### src/blf_pkg.sv
`default_nettype none
package blf_pkg;

   // field and lane layout
   localparam int IN_W        = 16;
   localparam int OUT_W       = 16;
   localparam int LANES       = 4;
   localparam int LANE_ALPHA  = 0;
   localparam int LANE_BETA   = 1;
   localparam int LANE_THETA  = 2;
   localparam int LANE_PHI    = 3;
   localparam int AXES        = 3;
   localparam int AXIS_X      = 0;
   localparam int AXIS_Y      = 1;
   localparam int AXIS_Z      = 2;

   // rotator
   localparam int CORDIC_STEPS = 28;
   localparam int XY_W         = 33;
   localparam int Z_W          = 32;
   localparam int TRIG_W       = 18;
   localparam int TRIG_SHIFT   = 14;
   localparam logic signed [Z_W-1:0]  ANG_PI      = 32'sd843314857;
   localparam logic signed [Z_W-1:0]  ANG_HALF_PI = 32'sd421657428;
   localparam logic signed [XY_W-1:0] CORDIC_GAIN = 33'sd652032874;
   localparam int ATAN_ENTRIES = 10;
   localparam logic signed [Z_W-1:0] ATAN_TAB [ATAN_ENTRIES] = '{
      32'sd210828714, 32'sd124459457, 32'sd65760959, 32'sd33381290, 32'sd16755422,
      32'sd8385879, 32'sd4193963, 32'sd2097109, 32'sd1048571, 32'sd524287
   };

   // arithmetic widths
   localparam int PAIR_W = 2 * TRIG_W;
   localparam int VEL_W  = 35;
   localparam int DVT_W  = 34;
   localparam int TERM_W = 51;
   localparam int ACC_W  = 56;
   localparam int GRAV_W = 40;
   localparam int NUM_W  = 64;
   localparam int RATE_SHIFT = 10;
   localparam int GRAV_SHIFT = 16;

   // scaling to g and the division by 32174 * 2^21
   localparam longint GRAV_MILLI = 32174;
   localparam longint ACC_SCALE  = 1000;
   localparam int     QUO_SHIFT  = 21;
   localparam int     MQ_W       = NUM_W - QUO_SHIFT;
   localparam int     MLO_W      = 30;
   localparam int     RECIP_SHIFT = 45;
   localparam int     RECIP_W    = 31;
   localparam int     PROD_W     = MLO_W + RECIP_W;
   localparam int     QUO_W      = 16;
   localparam int     QD_W       = 31;
   localparam int     CMP_W      = 32;
   localparam logic [NUM_W-1:0]   HALF_DIV = NUM_W'(GRAV_MILLI) << (QUO_SHIFT - 1);
   localparam logic [MQ_W-1:0]    SAT_LIM  = MQ_W'(longint'(32768) * GRAV_MILLI);
   localparam logic [RECIP_W-1:0] RECIP    =
      RECIP_W'((64'd1 << RECIP_SHIFT) / 64'd32174);

   // queue between front and back
   localparam int FIFO_DEPTH = 4;
   localparam int FIFO_PTR_W = $clog2(FIFO_DEPTH);

   typedef struct packed {
      logic        [IN_W-1:0] airspeed;
      logic signed [IN_W-1:0] roll_rate;
      logic signed [IN_W-1:0] pitch_rate;
      logic signed [IN_W-1:0] yaw_rate;
      logic signed [IN_W-1:0] airspeed_rate;
      logic signed [IN_W-1:0] attack_rate;
      logic signed [IN_W-1:0] sideslip_rate;
   } blf_pay_type;

   typedef struct packed {
      logic [LANES-1:0][Z_W-1:0] ang_z;
      logic [LANES-1:0]          ang_neg;
      blf_pay_type               pay;
   } blf_item_type;

   typedef struct packed {
      logic full;
      logic empty;
   } blf_fifo_stat_type;

   function automatic logic signed [Z_W-1:0] cordic_atan(input int unsigned step);
      logic signed [Z_W-1:0] a;
      if (step < ATAN_ENTRIES) begin
         a = ATAN_TAB[step[3:0]];
      end else begin
         a = Z_W'(32'sd1 <<< (28 - step));
      end
      return a;
   endfunction

   // product of two Q16 values, rounded back to Q16
   function automatic logic signed [TRIG_W-1:0] mul16(input logic signed [TRIG_W-1:0] a,
                                                       input logic signed [TRIG_W-1:0] b);
      logic signed [PAIR_W-1:0] p;
      logic signed [PAIR_W-1:0] r;
      p = PAIR_W'(a) * PAIR_W'(b);
      r = (p + PAIR_W'(32'sd32768)) >>> 16;
      return TRIG_W'(r);
   endfunction

endpackage
`default_nettype wire

### src/blf_fifo.sv
`default_nettype none
module blf_fifo (
   input  wire logic                   clock,
   input  wire logic                   reset,
   input  wire logic                   push,
   input  wire blf_pkg::blf_item_type  wr_item,
   input  wire logic                   pop,
   output blf_pkg::blf_item_type       head,
   output blf_pkg::blf_fifo_stat_type  stat
);

   blf_pkg::blf_item_type entry_ff [blf_pkg::FIFO_DEPTH];
   logic [blf_pkg::FIFO_PTR_W-1:0] wr_ptr_ff, wr_ptr_in;
   logic [blf_pkg::FIFO_PTR_W-1:0] rd_ptr_ff, rd_ptr_in;
   logic [blf_pkg::FIFO_PTR_W:0]   cnt_ff, cnt_in;

   assign head       = entry_ff[rd_ptr_ff];
   assign stat.empty = (cnt_ff == '0);
   assign stat.full  = (cnt_ff == (blf_pkg::FIFO_PTR_W+1)'(blf_pkg::FIFO_DEPTH));

   always_comb begin
      wr_ptr_in = push ? wr_ptr_ff + 1'b1 : wr_ptr_ff;
      rd_ptr_in = pop  ? rd_ptr_ff + 1'b1 : rd_ptr_ff;
      unique case ({push, pop})
         2'b10:   cnt_in = cnt_ff + 1'b1;
         2'b01:   cnt_in = cnt_ff - 1'b1;
         default: cnt_in = cnt_ff;
      endcase
   end

   always_ff @(posedge clock) begin
      if (reset) begin
         wr_ptr_ff <= '0;
         rd_ptr_ff <= '0;
         cnt_ff    <= '0;
      end else begin
         wr_ptr_ff <= wr_ptr_in;
         rd_ptr_ff <= rd_ptr_in;
         cnt_ff    <= cnt_in;
      end
   end

   always_ff @(posedge clock) begin
      if (push) begin
         entry_ff[wr_ptr_ff] <= wr_item;
      end
   end

   a_cnt_bound: assert property (@(posedge clock) disable iff (reset)
      cnt_ff <= (blf_pkg::FIFO_PTR_W+1)'(blf_pkg::FIFO_DEPTH))
      else $error("queue count beyond depth");
   a_no_overrun: assert property (@(posedge clock) disable iff (reset)
      push |-> (!stat.full || pop))
      else $error("write into a full queue");
   a_no_underrun: assert property (@(posedge clock) disable iff (reset)
      pop |-> !stat.empty)
      else $error("read from an empty queue");

endmodule
`default_nettype wire

### config.mk
export PLATFORM = sky130hd
export DESIGN_NAME = blf_fifo
export DESIGN_NICKNAME = d
export VERILOG_FILES = /design/src/blf_pkg.sv /design/src/blf_fifo.sv
export SDC_FILE = /design/constraint.sdc
export NUM_CORES = 1
export LEC_CHECK = 0
export BUFFER_PORTS_ARGS = -buffer_cell sky130_fd_sc_hd__buf_2
export CORE_AREA = 2 2 322 324
export CTS_CLUSTER_DIAMETER = 120
export DETAILED_ROUTE_END_ITERATION = 7
export DIE_AREA = 0 0 324 326
export GPL_TIMING_DRIVEN = 0
export PLACE_DENSITY = 0.64
export SLEW_MARGIN = 5
export SYNTH_ARGS = -nofsm -noshare
export SYNTH_HDL_FRONTEND = slang
export SYNTH_SLANG_ARGS = --single-unit
### constraint.sdc
create_clock -name clock -period 11.05 [get_ports clock]
set_input_delay 2.7625 -clock clock [delete_from_list [all_inputs] [get_ports clock]]
set_output_delay 2.7625 -clock clock [all_outputs]
set_load 0.02 [all_outputs]
* After elaboration in Yosys (flattened, before gate mapping)
Memory sizes are Yosys's and may differ from the RTL's. A register that Yosys moved wholly into a read port is not among the register bits.
Cells that the tools add are included.
** Operators by class
- Add/subtract/negate cells :: 4
- Reductions and logical operators :: 2
- Equal/unequal tests :: 3
- Mux-type cells :: 5
** Operator list (count)
- 3-bit case mux with 2 select lines :: 1
- 2-bit by 1-bit adder with 2-bit output (second input constant) :: 2
- 2-bit 2-to-1 mux :: 2
- 3-bit by 1-bit adder with 3-bit output (second input constant) :: 1
- 3-bit == test (second input constant) :: 1
- 3-bit zero test :: 1
- 3-bit by 1-bit subtractor with 3-bit output (second input constant) :: 1
- 2-bit by 1-bit == test with 1-bit output (second input constant) :: 1
- 2-bit == test (second input constant) :: 1
- 1-bit 2-to-1 mux :: 2
- 2-bit nonzero test :: 1
** Storage, ports and cells
- Output and inout port bits :: 246
- Bits in writable memories :: 976
- Bits of input ports :: 248
- Register bits :: 7
- Memories kept :: 1
- Word-level logic and storage cells :: 18
** Memory list
- entry_ff :: words 4, width 244, read ports 1, clocked after Yosys merged registers in 1, wr ports 1, line blf_fifo.sv:12 : blf_pkg::blf_item_type entry_ff [blf_pkg::FIFO_DEPTH];

* Longest topological paths before layout
- Word-level depth :: 3
- Gate-level depth with buffers :: 7
- Depth with buffers taken out :: 7

* Worst setup path after synthesis
Ideal clock, no wire load.
- Path kind :: in2reg
- From :: in push
- To :: mem entry_ff[0][0] in the netlist's numbering, enable pin
- Buffers on the path :: 0
- Setup time :: 635 ps
- Stages :: 1
- Arrival time :: 8281 ps
- Slack :: 2135 ps
- Data required time :: 10415 ps
- Cells stage by stage :: and2_1
** Between the ends
- Longest elaborated chain between the ends :: 2
** RTL lines
- from (decl) :: line blf_fifo.sv:5 : input wire logic push,
- 1-bit 2-to-1 mux :: line blf_fifo.sv:44 : if (push) begin
- 1-bit 2-to-1 mux (not written as such) :: line blf_fifo.sv:45 : entry_ff[wr_ptr_ff] <= wr_item;
- to (decl) :: line blf_fifo.sv:12
Every way passes these cells.

==> metrics <==
leakage power 14.5 nW; largest net degree at the start of global routing 53; clock buffer depth 3; antenna violations before repair 28; DRT Wirelength 75.5 mm; NumNets Final 2188; Final Hold Viols 0; cells after synthesis 1321; Die Y 326 µm; core area 103000 µm²; status complete, no violations; layout cells sized above 1 46.9%; sw frac 22.8%; Synth Cell Area 35600 µm²; unrepaired setup endpoints after global routing no; clk slew on worst S/H paths 60 ps; die area 106000 µm²; Finish-stage setup viols 0; Max-cap violations 0; total negative slack 0 ps; Synthesis Warnings 0; vias per inst 4.72; # port buffers 492; Clk network pwr share 38.8%; Synth top area share 82.3%; fin worst setup slack 4810 ps; register area share after synthesis 82.8%; Logic pwr share 10.9%; TritonCTS clock tree yes; worst reg2reg path depth 6; commonest non-fill, non-tap cells in the layout 976 x edfxtp_1, 518 x buf_2, 244 x mux4_2, 102 x clkbuf_16, 28 x clkbuf_1; Peak VDD IR 0.000154 V; clock tree sinks 985; Tot GR Track Use 14.2%; syn_area_per_cell 27.0 µm²; dpl cell area 40300 µm²; HPWL after DPL 49.9 mm; Crit Path Class register to output pin; Post-CTS Setup Repair Bufs 0; slew margin rel. 22.7%; gr ovfl total 0; CTS buffer count 99; Period minus WS final 6240 ps; commonest non-fill, non-tap cell in the layout edfxtp_1; r2r setup slk 8570 ps; synth unique cells 20; Sw Pwr 1.96 mW; Slew Limit Fails 0; depth of the CTS H-tree 3; Avg WL per Cell 22.2 µm; cell area after layout 43600 µm²; Hold Crit Class register to register; Boundary Pins 494; Slew @ Worst Pin 1160 ps; top post-synthesis cells by area edfxtp_1 82%, mux4_2 15%, buf_6 0.60%; clock skew 21.2 ps; hold_ws 513 ps; area of the multi-input gates 5730 µm²; Int Power 6.63 mW; row count 118; CTS root buf clkbuf_16; first-pass GRT wire length 110 mm; drt first pass iters 5; Layout Cells excl Fill 3405; critical path required time 8290 ps; Worst setup SP type register; Starting Density 34.7%; vias in the first global route 17400; syn nets 1575; final critical-path share of the clock period 56.5%; final core occ 42.5%; Yosys top cell by area edfxtp_1; Max Fclk 160 MHz; register area 29500 µm²; Die Wd 324 µm; initial drt markers 1322; CP max FO 10; area grow syn2layout 22.5%; crit path DAT 3480 ps; routability congestion estimate from global placement 0.710; Crit. End Element output pin; Reg power frac 50.4%; DRT antenna net count 0; cell count after placement 3213; hold path cells 2; Skew-Pair Late Insertion Delay 670 ps; Resize count post-CTS 0; hold buffer count at cts 0; pre-CTS WS 5280 ps; Synth Register Bits 985; Cell Pwr Density 197 nW/µm²; Vias 16100; Fill cells 8801; DRC errors left 0; overall power 8.60 mW
==> area by class of cell <==
type / instances / share of cell area [%]
Clock inverter: 63 / 1.49
Buffer: 55 / 0.875
Timing Repair Buffer: 512 / 6.84
Multi-Input combinational cell: 275 / 13.1
Antenna cell: 9 / 0.0516
Clock buffer: 120 / 6.01
Inverter: 6 / 0.0516
Tap cell: 1380 / 3.96
Sequential cell: 985 / 67.6
==> state kept, by name, indices dropped and copies added (netlist names), named ones only <==
| name | cells |
|---|---|
| rd_ptr_ff | 2 |
| entry_ff | 976 |
| wr_ptr_ff | 2 |
| cnt_ff | 3 |
==> worst max-delay path: stages, from the launching register on <==
cell and delay [ps]:
dfxtp_1 300, buf_2 500, clkbuf_1 910, buf_2 490, mux4_2 360, buf_2 210
==> power groups by stage <==
| stage | sequential (mW) | combinational, mW | clock (mW) |
|---|---|---|---|
| 2_1_floorplan | 4.44 | 0.571 | 0 |
| 3_3_place_gp | 4.48 | 0.915 | 0 |
| 3_5_place_dp | 4.41 | 0.956 | 0 |
| 4_1_cts | 4.33 | 0.959 | 3.43 |
| 5_1_grt | 4.34 | 1.00 | 3.56 |
| 6_report | 4.33 | 0.933 | 3.33 |
==> logic make-up (layout without fill, tap and decap cells) <==
group,after synthesis,in the layout,share of synthesized area (%)
DFF,985,985,82.8
muxes,245,245,15.5
buffers and inverters,61,756,1.13
and+or+nand+nor,16,16,0.214
adders and majority gates,6,6,0.232
xor gates and xnor gates,5,5,0.123
AOI/OAI and AO/OA,3,3,0.0421
other,0,9,0
==> per-layer routing <==
| layer | vias up | global-route usage, % | part of all wire, % |
|---|---|---|---|
| met5 | - | 0 | 0.31 |
| met4 | 36 | 4.32 | 2.2 |
| met3 | 141 | 6.40 | 11 |
| met2 | 512 | 23.6 | 49 |
| met1 | 8373 | 16.4 | 38 |
| li1 | 7007 | - | - |
==> cells in the mapped netlist <==
cell	count
a21oi_1	2
and2_1	4
and3_1	1
buf_2	26
buf_6	19
clkbuf_1	10
dfxtp_1	9
edfxtp_1	976
fa_1	1
ha_1	5
inv_1	6
mux2i_1	1
mux4_2	244
nand2_1	1
nor2_1	8
nor3_1	1
o21ai_0	1
or3_1	1
xnor2_1	2
xor2_1	3
==> path summary, 6_finish.rpt <==
path	from	endpoint
worst max-delay path	register	head[155]
worst min-delay path	cnt_ff[2]$_SDFFE_PP0P_	cnt_ff[2]$_SDFFE_PP0P_
worst max register to register	wr_ptr_ff[0]$_SDFFE_PP0P_	entry_ff[2][193]$_DFFE_PP_
worst min register to register	cnt_ff[2]$_SDFFE_PP0P_	cnt_ff[2]$_SDFFE_PP0P_
Power figures use the tool's default switching activity.
