[src/blf_pkg.sv]
`default_nettype none
package blf_pkg;

   // field and lane layout
   localparam int IN_W        = 16;
   localparam int OUT_W       = 16;
   localparam int LANES       = 4;
   localparam int LANE_ALPHA  = 0;
   localparam int LANE_BETA   = 1;
   localparam int LANE_THETA  = 2;
   localparam int LANE_PHI    = 3;
   localparam int AXES        = 3;
   localparam int AXIS_X      = 0;
   localparam int AXIS_Y      = 1;
   localparam int AXIS_Z      = 2;

   // rotator
   localparam int CORDIC_STEPS = 28;
   localparam int XY_W         = 33;
   localparam int Z_W          = 32;
   localparam int TRIG_W       = 18;
   localparam int TRIG_SHIFT   = 14;
   localparam logic signed [Z_W-1:0]  ANG_PI      = 32'sd843314857;
   localparam logic signed [Z_W-1:0]  ANG_HALF_PI = 32'sd421657428;
   localparam logic signed [XY_W-1:0] CORDIC_GAIN = 33'sd652032874;
   localparam int ATAN_ENTRIES = 10;
   localparam logic signed [Z_W-1:0] ATAN_TAB [ATAN_ENTRIES] = '{
      32'sd210828714, 32'sd124459457, 32'sd65760959, 32'sd33381290, 32'sd16755422,
      32'sd8385879, 32'sd4193963, 32'sd2097109, 32'sd1048571, 32'sd524287
   };

   // arithmetic widths
   localparam int PAIR_W = 2 * TRIG_W;
   localparam int VEL_W  = 35;
   localparam int DVT_W  = 34;
   localparam int TERM_W = 51;
   localparam int ACC_W  = 56;
   localparam int GRAV_W = 40;
   localparam int NUM_W  = 64;
   localparam int RATE_SHIFT = 10;
   localparam int GRAV_SHIFT = 16;

   // scaling to g and the division by 32174 * 2^21
   localparam longint GRAV_MILLI = 32174;
   localparam longint ACC_SCALE  = 1000;
   localparam int     QUO_SHIFT  = 21;
   localparam int     MQ_W       = NUM_W - QUO_SHIFT;
   localparam int     MLO_W      = 30;
   localparam int     RECIP_SHIFT = 45;
   localparam int     RECIP_W    = 31;
   localparam int     PROD_W     = MLO_W + RECIP_W;
   localparam int     QUO_W      = 16;
   localparam int     QD_W       = 31;
   localparam int     CMP_W      = 32;
   localparam logic [NUM_W-1:0]   HALF_DIV = NUM_W'(GRAV_MILLI) << (QUO_SHIFT - 1);
   localparam logic [MQ_W-1:0]    SAT_LIM  = MQ_W'(longint'(32768) * GRAV_MILLI);
   localparam logic [RECIP_W-1:0] RECIP    =
      RECIP_W'((64'd1 << RECIP_SHIFT) / 64'd32174);

   // queue between front and back
   localparam int FIFO_DEPTH = 4;
   localparam int FIFO_PTR_W = $clog2(FIFO_DEPTH);

   typedef struct packed {
      logic        [IN_W-1:0] airspeed;
      logic signed [IN_W-1:0] roll_rate;
      logic signed [IN_W-1:0] pitch_rate;
      logic signed [IN_W-1:0] yaw_rate;
      logic signed [IN_W-1:0] airspeed_rate;
      logic signed [IN_W-1:0] attack_rate;
      logic signed [IN_W-1:0] sideslip_rate;
   } blf_pay_type;

   typedef struct packed {
      logic [LANES-1:0][Z_W-1:0] ang_z;
      logic [LANES-1:0]          ang_neg;
      blf_pay_type               pay;
   } blf_item_type;

   typedef struct packed {
      logic full;
      logic empty;
   } blf_fifo_stat_type;

   function automatic logic signed [Z_W-1:0] cordic_atan(input int unsigned step);
      logic signed [Z_W-1:0] a;
      if (step < ATAN_ENTRIES) begin
         a = ATAN_TAB[step[3:0]];
      end else begin
         a = Z_W'(32'sd1 <<< (28 - step));
      end
      return a;
   endfunction

   // product of two Q16 values, rounded back to Q16
   function automatic logic signed [TRIG_W-1:0] mul16(input logic signed [TRIG_W-1:0] a,
                                                       input logic signed [TRIG_W-1:0] b);
      logic signed [PAIR_W-1:0] p;
      logic signed [PAIR_W-1:0] r;
      p = PAIR_W'(a) * PAIR_W'(b);
      r = (p + PAIR_W'(32'sd32768)) >>> 16;
      return TRIG_W'(r);
   endfunction

endpackage
`default_nettype wire

[src/blf_front.sv]
`default_nettype none
module blf_front (
   input  wire logic                      req_tvalid,
   output logic                           req_tready,
   input  wire logic [175:0]              req_tdata,
   input  wire blf_pkg::blf_fifo_stat_type stat,
   output logic                           push,
   output blf_pkg::blf_item_type          item
);

   logic [blf_pkg::LANES-1:0][blf_pkg::IN_W-1:0] ang;
   logic signed [blf_pkg::Z_W-1:0] z_raw [blf_pkg::LANES];

   assign req_tready = !stat.full;
   assign push       = req_tvalid && req_tready;

   assign ang[blf_pkg::LANE_ALPHA] = req_tdata[15:0];
   assign ang[blf_pkg::LANE_BETA]  = req_tdata[31:16];
   assign ang[blf_pkg::LANE_THETA] = req_tdata[63:48];
   assign ang[blf_pkg::LANE_PHI]   = req_tdata[79:64];

   // widen to Q4.28 and fold into +-pi/2
   always_comb begin
      for (int l = 0; l < blf_pkg::LANES; l++) begin
         z_raw[l] = {ang[l][blf_pkg::IN_W-1], ang[l], 15'b0};
         priority if (z_raw[l] > blf_pkg::ANG_HALF_PI) begin
            item.ang_z[l]   = z_raw[l] - blf_pkg::ANG_PI;
            item.ang_neg[l] = 1'b1;
         end else if (z_raw[l] < -blf_pkg::ANG_HALF_PI) begin
            item.ang_z[l]   = z_raw[l] + blf_pkg::ANG_PI;
            item.ang_neg[l] = 1'b1;
         end else begin
            item.ang_z[l]   = z_raw[l];
            item.ang_neg[l] = 1'b0;
         end
      end
      item.pay.airspeed      = req_tdata[47:32];
      item.pay.roll_rate     = req_tdata[95:80];
      item.pay.pitch_rate    = req_tdata[111:96];
      item.pay.yaw_rate      = req_tdata[127:112];
      item.pay.airspeed_rate = req_tdata[143:128];
      item.pay.attack_rate   = req_tdata[159:144];
      item.pay.sideslip_rate = req_tdata[175:160];
   end

endmodule
`default_nettype wire

[config.mk]
export PLATFORM = sky130hd
export DESIGN_NAME = blf_front
export DESIGN_NICKNAME = d
export VERILOG_FILES = /design/src/blf_pkg.sv /design/src/blf_front.sv
export SDC_FILE = /design/constraint.sdc
export NUM_CORES = 1
export LEC_CHECK = 0
export ABC_AREA = 1
export BUFFER_PORTS_ARGS = -buffer_cell sky130_fd_sc_hd__buf_2
export CORE_AREA = 8 8 161 163
export DETAILED_ROUTE_END_ITERATION = 8
export DIE_AREA = 0 0 169 171
export PLACE_DENSITY = 0.6
export SETUP_SLACK_MARGIN = 0.5
export SLEW_MARGIN = 40
export SYNTH_ARGS = -nofsm -noshare
export SYNTH_HDL_FRONTEND = slang
export SYNTH_SLANG_ARGS = --single-unit
[constraint.sdc]
create_clock -name vclk -period 1.9
set_clock_uncertainty 0.05 [all_clocks]
set_input_delay 0.19 -clock vclk [all_inputs]
set_output_delay 0.19 -clock vclk [all_outputs]
set_load 0.02 [all_outputs]
Word-level counts from Yosys, hierarchy flattened
Index checks and enable logic that the tools add are counted.
Operators by class
  add/subtract/negate cells: 8
  order comparisons: 8
  mux-type cells: 16
  reduce and logical (&&, ||, !) cells: 2
Operators with widths (number)
  32-bit 2-to-1 mux: 8
  31-bit by 31-bit adder with 32-bit output, second input constant: 4
  31-bit by 31-bit subtractor with 32-bit output, second input constant: 4
  31-bit by 30-bit greater-than comparator with 1-bit output, second input constant: 4
  31-bit by 30-bit less-than comparator with 1-bit output, second input constant: 4
  1-bit 2-to-1 mux: 8
  1-bit logical AND: 1
  1-bit zero test: 1
Word-level totals
  register bits after elaboration: 0
  bits of input ports: 179
  output and inout bits: 246
  logic and storage cells: 34

Depth between registers and ports, before layout
Gate-level depths: netlist (run 1).
  depth in word-level cells: 3
  mapped depth: 14
  depth with buffers taken out: 13

Worst setup path after synthesis (run 1)
OpenSTA, ideal clock, no wires.
  path type: input to output
  start: in req_tdata[48]
  end: out item[209] (netlist bit)
  arrival time: 1.545 ns
  slack: 0.115 ns
  stages on the path: 10
  buffers on the path: 1
  path through: inv_1 > ha_1 > nor3_2 > nand2_1 > nand2_1 > nand2_1 > nand2_2 > buf_2 > a21oi_1 > o21ai_0
RTL lines
  start: declaration: line blf_front.sv:5  | input wire logic [175:0] req_tdata,
  end: declaration: line blf_front.sv:8  | output blf_pkg::blf_item_type item

==> summary by stage, run 1 <==
Floorplan
The starting density of the core is 22.9%. In this run the horizontal extent of the chip is 169 um. The number of rows created at floorplan is 56.

The die covers 28900 um2. The core footprint is 23300 um2. The die is 171 um tall.

The number of ports placed on the die boundary is 425.

Power
The fraction of power consumed by the clock network is 0%. The analysis attributes to net switching a power of 1.62 mW. VDD sags by at most 0.230 mV. The switching share of power is 54.8%.

Per report_power, the combinational group accounts for 100.0% of the total. Sequential cells account for 0% of the total power. The power per standard cell area is 309 nW/um2. Overall power consumption after layout is estimated at 2.96 mW. The internal power contribution is 1.34 mW. The analysis attributes to cell leakage a power of 4.73 nW.

Timing
The worst path in the final design needs a cycle of 1860 ps, including I/O delays and setup. The hold violation total from the final report is 0. Derived from the worst setup path, the maximum achievable clock frequency is 0.539 GHz.

The worst pin sits at a relative slew slack of 70.7%. Setup violations remaining at the end of the flow were counted as 0. Across all hold checks on the routed design, the worst slack comes to 330 ps. The final max-slew violation count is 0. The worst path uses 97.7% of the clock period. Setup repair after global routing could not meet its margin everywhere.

The transition time of the tightest slew-check pin is 439 ps.

GRT
The number of global-route vias before repair is 6698. The global-route usage over all layers is 14.3%. The first global-routing pass estimated 34.8 mm of wire.

Entering global routing, the biggest net connects 14 pins. The number of antenna violations at the first check in global routing was 1. After global routing the overflow that remains totals 0.

Synth
During synthesis, Yosys emitted a total of 0 warnings. The net count after synthesis is 1236. Of the synthesized area, sequential elements account for 0%.

The post-synthesis cell type count is 34. The cell count after synthesis came out at 1041. The average footprint of a synthesized cell is 5.12 um2. The synthesized netlist occupies a cell area of 5330 um2.

Clock tree
The post-cts hold buffer count is 0.

Detailed routing
The total iterations of the first detailed-routing run is 7. The total routed wirelength is 24.6 mm. The per-cell routed wire length is 16.3 um. Using the TritonRoute via totals, the vias-per-cell ratio works out to 4.71. The number of DRC markers in iteration 0 is 519. The number of nets with antenna violations after detailed routing is 0.

For this run, design rule violations remaining after detail routing come to 0. The number of vias after detailed routing is 7125.

Layout
Fill cells in the final layout number 2240. The footprint of the flip-flops and latches is 0 um2. The number of clock buffers in the layout is 0. The fraction of layout cells with a size suffix above 1 is 58.2%. Sequential cells placed in the final layout were counted as 0. The multi-input combinational cells in the finished layout cover a total of 4970 um2. The area growth from synthesis to layout is 80.1%. The number of nets at the end of the flow is 1391.

Job
The tool flagged a number of max-cap violations equal to 0.

Worst setup path
At the worst endpoint, the arrival time is 1620 ps. STA classifies the critical path endpoint as an output port. The required arrival time at the worst endpoint is 1660 ps.

The category of the worst setup path launch point is an input pin. Along the worst path, the maximum fanout reaches 4. The path type of the worst setup path is in -> out.

Worst hold path
The path class of the tightest hold or removal check is in -> out.

Placed design
At the end of routability-driven placement, the weighted congestion stood at 0.918. The wire-length estimate of the detail-placed layout is 15.8 mm. The number of buffers added on ports is 200.

Status
The flow ran to the end, and the final reports show no timing, DRC or antenna violations.
## worst max-delay path, stage by stage
cell	delay, ps
buf_6	80
clkinvlp_4	100
ha_4	180
nor2_2	70
nand2_1	60
nand2_2	80
nand2_2	70
nand3_4	170
clkinvlp_4	180
nand2_1	100
nand2_1	50
nand2_1	80
nand2_2	70
buf_6	130
## layout by cell type (no fill, tap or decap), types with 17 or more instances in the layout
cell and instances:
buf_2 25, buf_4 109, buf_6 168, buf_8 19
inv_1 61, nand2_1 244, nand2_2 147, nand2_4 34
nand3_1 62, nor2_1 49, nor2_2 17, xor2_1 37
## what timing repair did
action                     CTS  global route
setup endpoints to repair  132           132
resized for setup          529           201
pin swaps                  137           100
buffers inserted            60            27
gates cloned                16             0
## final timing paths
path	from	slack, ps	endpoint	cells past startpoint
hold / removal	req_tdata[42]	330	item[106]	0
setup / recovery	req_tdata[64]	40	item[237]	14
## final cells by class
cell class / instances / share of cell area, %
Inverter: 106 / 5.81
Tap cell: 319 / 4.16
Timing Repair Buffer: 345 / 37.2
Timing Repair inverter: 9 / 1.07
Multi-Input combinational cell: 734 / 51.7
Antenna cell: 1 / 0.0261
## metrics by stage
step	std cells	setup WS [ps]	setup TNS, ps	area, um2	util [%]
final	1514	43.4	0	9600	41.3
after global routing	1514	-39.1	-88.6	9600	41.3
after CTS	1486	83.0	0	8610	37.0
after detailed placement	1410	-77.6	-595	6150	26.4
after global placement	1410	-79.1	-404	6150	26.4
after floorplan	1041	331	0	5930	-
## power groups by stage
stage / combinational [mW] / clock [mW] / sequential [mW]
floorplan: 1.72 / 0 / 0
global placement: 1.84 / 0 / 0
detailed placement: 1.85 / 0 / 0
CTS: 2.63 / 0 / 0
global route: 3.14 / 0.0000000704 / 0
finish: 2.96 / 0.0000000705 / 0
## metal layers
metal | global-route usage [%] | routed length [um] | vias up | part of all wire, %
met2 | 26.3 | 12600 | 409 | 51
met3 | 3.11 | 2150 | 104 | 8.7
met1 | 15.9 | 8820 | 3271 | 36
met5 | 0 | 0 | - | 0
li1 | - | - | 3341 | -
met4 | 5.46 | 1070 | 0 | 4.3
## cells in the mapped netlist
| master | number | area (um2) |
|---|---|---|
| a21boi_0 | 1 | 7.51 |
| ha_1 | 16 | 200 |
| buf_4 | 177 | 1330 |
| o2bb2ai_1 | 1 | 8.76 |
| and2_1 | 1 | 6.26 |
| clkbuf_2 | 1 | 5.00 |
| nor2_1 | 75 | 282 |
| inv_1 | 90 | 338 |
| or2_0 | 1 | 6.26 |
| o21ai_2 | 3 | 26.3 |
| nand4_1 | 9 | 56.3 |
| nor2_2 | 3 | 18.8 |
| a41oi_1 | 1 | 8.76 |
| inv_2 | 15 | 56.3 |
| nand3b_1 | 3 | 22.5 |
| nand2_4 | 3 | 33.8 |
| o21ai_1 | 11 | 55.1 |
| o21ai_0 | 17 | 85.1 |
| xor2_1 | 46 | 403 |
| nand3_2 | 2 | 20.0 |
| nand2_1 | 421 | 1580 |
| or2_1 | 3 | 18.8 |
| nand3_1 | 80 | 400 |
| nand2_2 | 6 | 37.5 |
| a211oi_1 | 2 | 15.0 |
| o211ai_1 | 1 | 7.51 |
| buf_6 | 5 | 56.3 |
| inv_4 | 1 | 6.26 |
| a21oi_1 | 17 | 85.1 |
| o22ai_1 | 2 | 12.5 |
| nor3_1 | 4 | 20.0 |
| a31oi_1 | 1 | 6.26 |
| nor3_2 | 1 | 10.0 |
| buf_2 | 21 | 105 |
## logic make-up after synthesis
logic type | after synthesis | synth area share [%]
xor+xnor | 46 | 7.56
simple gates | 612 | 47.1
compound gates | 57 | 5.96
fa+ha+maj | 16 | 3.76
buf+inv | 310 | 35.6
No activity file was read; power rests on OpenSTA's default activity.
==> inputs of run 2 (changes only) <==
--- a/config.mk
+++ b/config.mk
@@ -10,7 +10,7 @@
 export CORE_AREA = 8 8 161 163
 export DETAILED_ROUTE_END_ITERATION = 8
 export DIE_AREA = 0 0 169 171
-export PLACE_DENSITY = 0.6
+export PLACE_DENSITY = 0.58
 export SETUP_SLACK_MARGIN = 0.5
 export SLEW_MARGIN = 40
 export SYNTH_ARGS = -nofsm -noshare
==> summary by stage, run 2 (synthesis gave the netlist of run 1 again) <==
Timing
The timing-limited maximum frequency is 0.531 GHz (was 0.539 GHz). The post-route setup TNS was 0 ps (unchanged). The time the worst path needs with I/O delays and setup is 1880 ps (was 1860 ps). The hold violation total from the final report was 0 (unchanged).

The final max-slew violation count is 0 (unchanged). RSZ-0062 raised after global routing: true (unchanged). The final clock period utilization by the worst path is 99.2% (was 97.7%). The transition time of the tightest slew-check pin was 374 ps (was 439 ps). The remaining max-slew budget at the tightest pin is 74.8% (was 70.7%).

The setup violation total in the final timing report is 0 (unchanged).

Worst hold path
The launch instance of the worst min-delay path is req_tdata[150] (was req_tdata[42]). The number of cells traversed by the worst hold path is 0 (unchanged). The hold-critical path endpoint is item[22] (was item[106]). The class of the worst hold path is in -> out (unchanged).

Power
The leakage component of the power is 4.70 nW (was 4.73 nW). The power per standard cell area is 310 nW/um2 (was 309 nW/um2). The total power consumption of the routed design is 2.94 mW (was 2.96 mW).

The largest voltage drop on the vdd net is 0.250 mV (was 0.230 mV).

Worst setup path
The path type of the worst setup path is in -> out (unchanged). The arrival time of data at the critical path endpoint is 1640 ps (was 1620 ps). The critical path buffer and inverter count was 5 (was 4).

The nature of the critical path endpoint was an output port (unchanged). The category of the worst setup path launch point is an input pin (unchanged). The highest fanout seen on the critical path is 5 (was 4).

The largest incremental delay on the critical path is 190 ps (was 180 ps). The required arrival time at the worst endpoint was 1660 ps (about the same). The most frequent cell on the critical path is nand2_2 (was nand2_1). The library cell contributing the largest single delay on the critical path is ha_4 (unchanged). The kind of cell adding the most delay to the critical path is simple AND/OR/NAND/NOR gates (unchanged). Cell breakdown of the critical path: buf_8 > clkinvlp_4 > ha_4 > inv_2 > nand3_2 > o21ai_2 > nand2_2 > nand2_8 > buf_8 > nand2_2 > nand2_1 > nand2_1 > nand2_2 > buf_6 (was buf_6 > clkinvlp_4 > ha_4 > nor2_2 > nand2_1 > nand2_2 > nand2_2 > nand3_4 > clkinvlp_4 > nand2_1 > nand2_1 > nand2_1 > nand2_2 > buf_6).

Floorplan
The floorplan die height was 171 um (unchanged). The starting density of the core is 22.9% (unchanged). The width of the die is 169 um (unchanged).

The number of ports placed on the die boundary came to 425 (unchanged). The core footprint is 23300 um2 (unchanged). The number of rows created at floorplan is 56 (unchanged).

The area of the die is 28900 um2 (unchanged).

Detailed routing
The per-cell routed wire length is 16.6 um (was 16.3 um). The wire length on met1 is 8.84 mm (was 8.82 mm). The top layer reached by signal wires was met4 (unchanged). The via-per-instance ratio is 4.71 (about the same). The total routed wirelength is 25.0 mm (was 24.6 mm). The number of DRC markers in iteration 0 is 577 (was 519).

The count of unresolved DRC violations after routing was 0 (unchanged). The met2 wire length was 12.6 mm (about the same). The total iterations of the first detailed-routing run is 5 (was 7). The number of nets with antenna violations after detailed routing came to 0 (unchanged). The length of routed met3 wiring was 2.49 mm (was 2.15 mm). The number of vias after detailed routing is 7082 (was 7125).

Layout
The number of clock buffers in the layout is 0 (unchanged). The non-filler instance count after layout is 1504 (was 1514). The fraction of the core area covered by cells at the end of the flow is 40.7% (was 41.3%). Commonest cells after routing, fill and taps aside: nand2_1 (243), buf_6 (157), nand2_2 (146) (was nand2_1 (244), buf_6 (168), nand2_2 (147)).

The fraction of layout cells with a size suffix above 1 is 58.7% (was 58.2%). The number of flip-flops and latches came to 0 (unchanged). The area growth from synthesis to layout is 77.8% (was 80.1%). The number of nets at the end of the flow is 1382 (was 1391). The commonest non-fill, non-tap cell in the layout is nand2_1 (unchanged). The footprint of the flip-flops and latches is 0 um2 (unchanged).

The number of antenna repair diodes was 0 (was 1).

Placed design
The number of buffers added on ports is 200 (unchanged). The total placed cells including tap cells is 1414 (was 1410). The post-detailed-placement half-perimeter wirelength is 16.4 mm (was 15.8 mm). The final estimated routing congestion in global placement is 0.919 (was 0.918).

Clock tree
The post-cts hold buffer count was 0 (unchanged).

GRT
The global-route wire length before repair is 34.9 mm (was 34.8 mm). The number of antenna violations at the first check in global routing is 1 (unchanged). The overall overflow remaining after global route is 0 (unchanged).

The largest net degree at the start of global routing is 14 (unchanged). The global-route usage over all layers is 14.5% (was 14.3%). The number of global-route vias before repair is 6616 (was 6698).

Job
The max-capacitance violation count is 0 (unchanged).

Status
Run status: complete, no violations (unchanged).
-- run 2: cell types whose count changed in the layout (fill, tap and decap cells not counted), sizes merged --
| cell | previous run | this run |
|---|---|---|
| buf | 340 | 338 |
| clkbuf | 5 | 1 |
| clkinv | 2 | 6 |
| clkinvlp | 5 | 6 |
| diode | 1 | 0 |
| inv | 108 | 100 |
-- run 2: through the flow --
stage               instance area (um2)  worst slack, ps  hold slack [ps]
floorplan                          5930              331              407
global placement                   6190            -77.3              330
detailed placement                 6190            -99.3              330
CTS                                8270              115              330
global route                       9470             -105              330
finish                             9470             16.1              330
-- run 2: worst max path at each step --
stage	startpoint	end	slack (ps)	cells past startpoint
final	req_tdata[0]	item[137]	20	14
after detailed placement	req_tdata[16]	item[172]	-100	14
after global placement	req_tdata[16]	item[172]	-80	14
after floorplan	req_tdata[48]	item[197]	330	11
after global routing	req_tdata[4]	item[144]	-100	12
after CTS	req_tdata[0]	item[146]	110	12
-- run 2: routing by layer --
layer | up-vias | track usage (%)
met5 | - | 0
met4 | 0 | 4.73
met3 | 122 | 4.13
met2 | 418 | 26.5
met1 | 3225 | 15.9
li1 | 3317 | -
-- run 2: timing repair --
action | 4_1_cts | 5_1_grt
resized for setup | 438 | 311
buffers inserted | 60 | 17
gates cloned | 10 | 3
pin swaps | 111 | 103
setup endpoints to repair | 132 | 132
-- run 2: area by class of cell --
cell class	count	area (um2)
Multi-Input combinational cell	734	4960
Inverter	106	574
Fill cell	2272	13800
Timing Repair Buffer	339	3470
Timing Repair inverter	6	70.1
Tap cell	319	399
-- run 2: power breakdown --
part | internal (mW) | total [mW] | switching, mW
sequential | 0 | 0 | 0
clock | 0 | 0 | 0
combinational | 1.31 | 2.94 | 1.62
total | 1.31 | 2.94 | 1.62
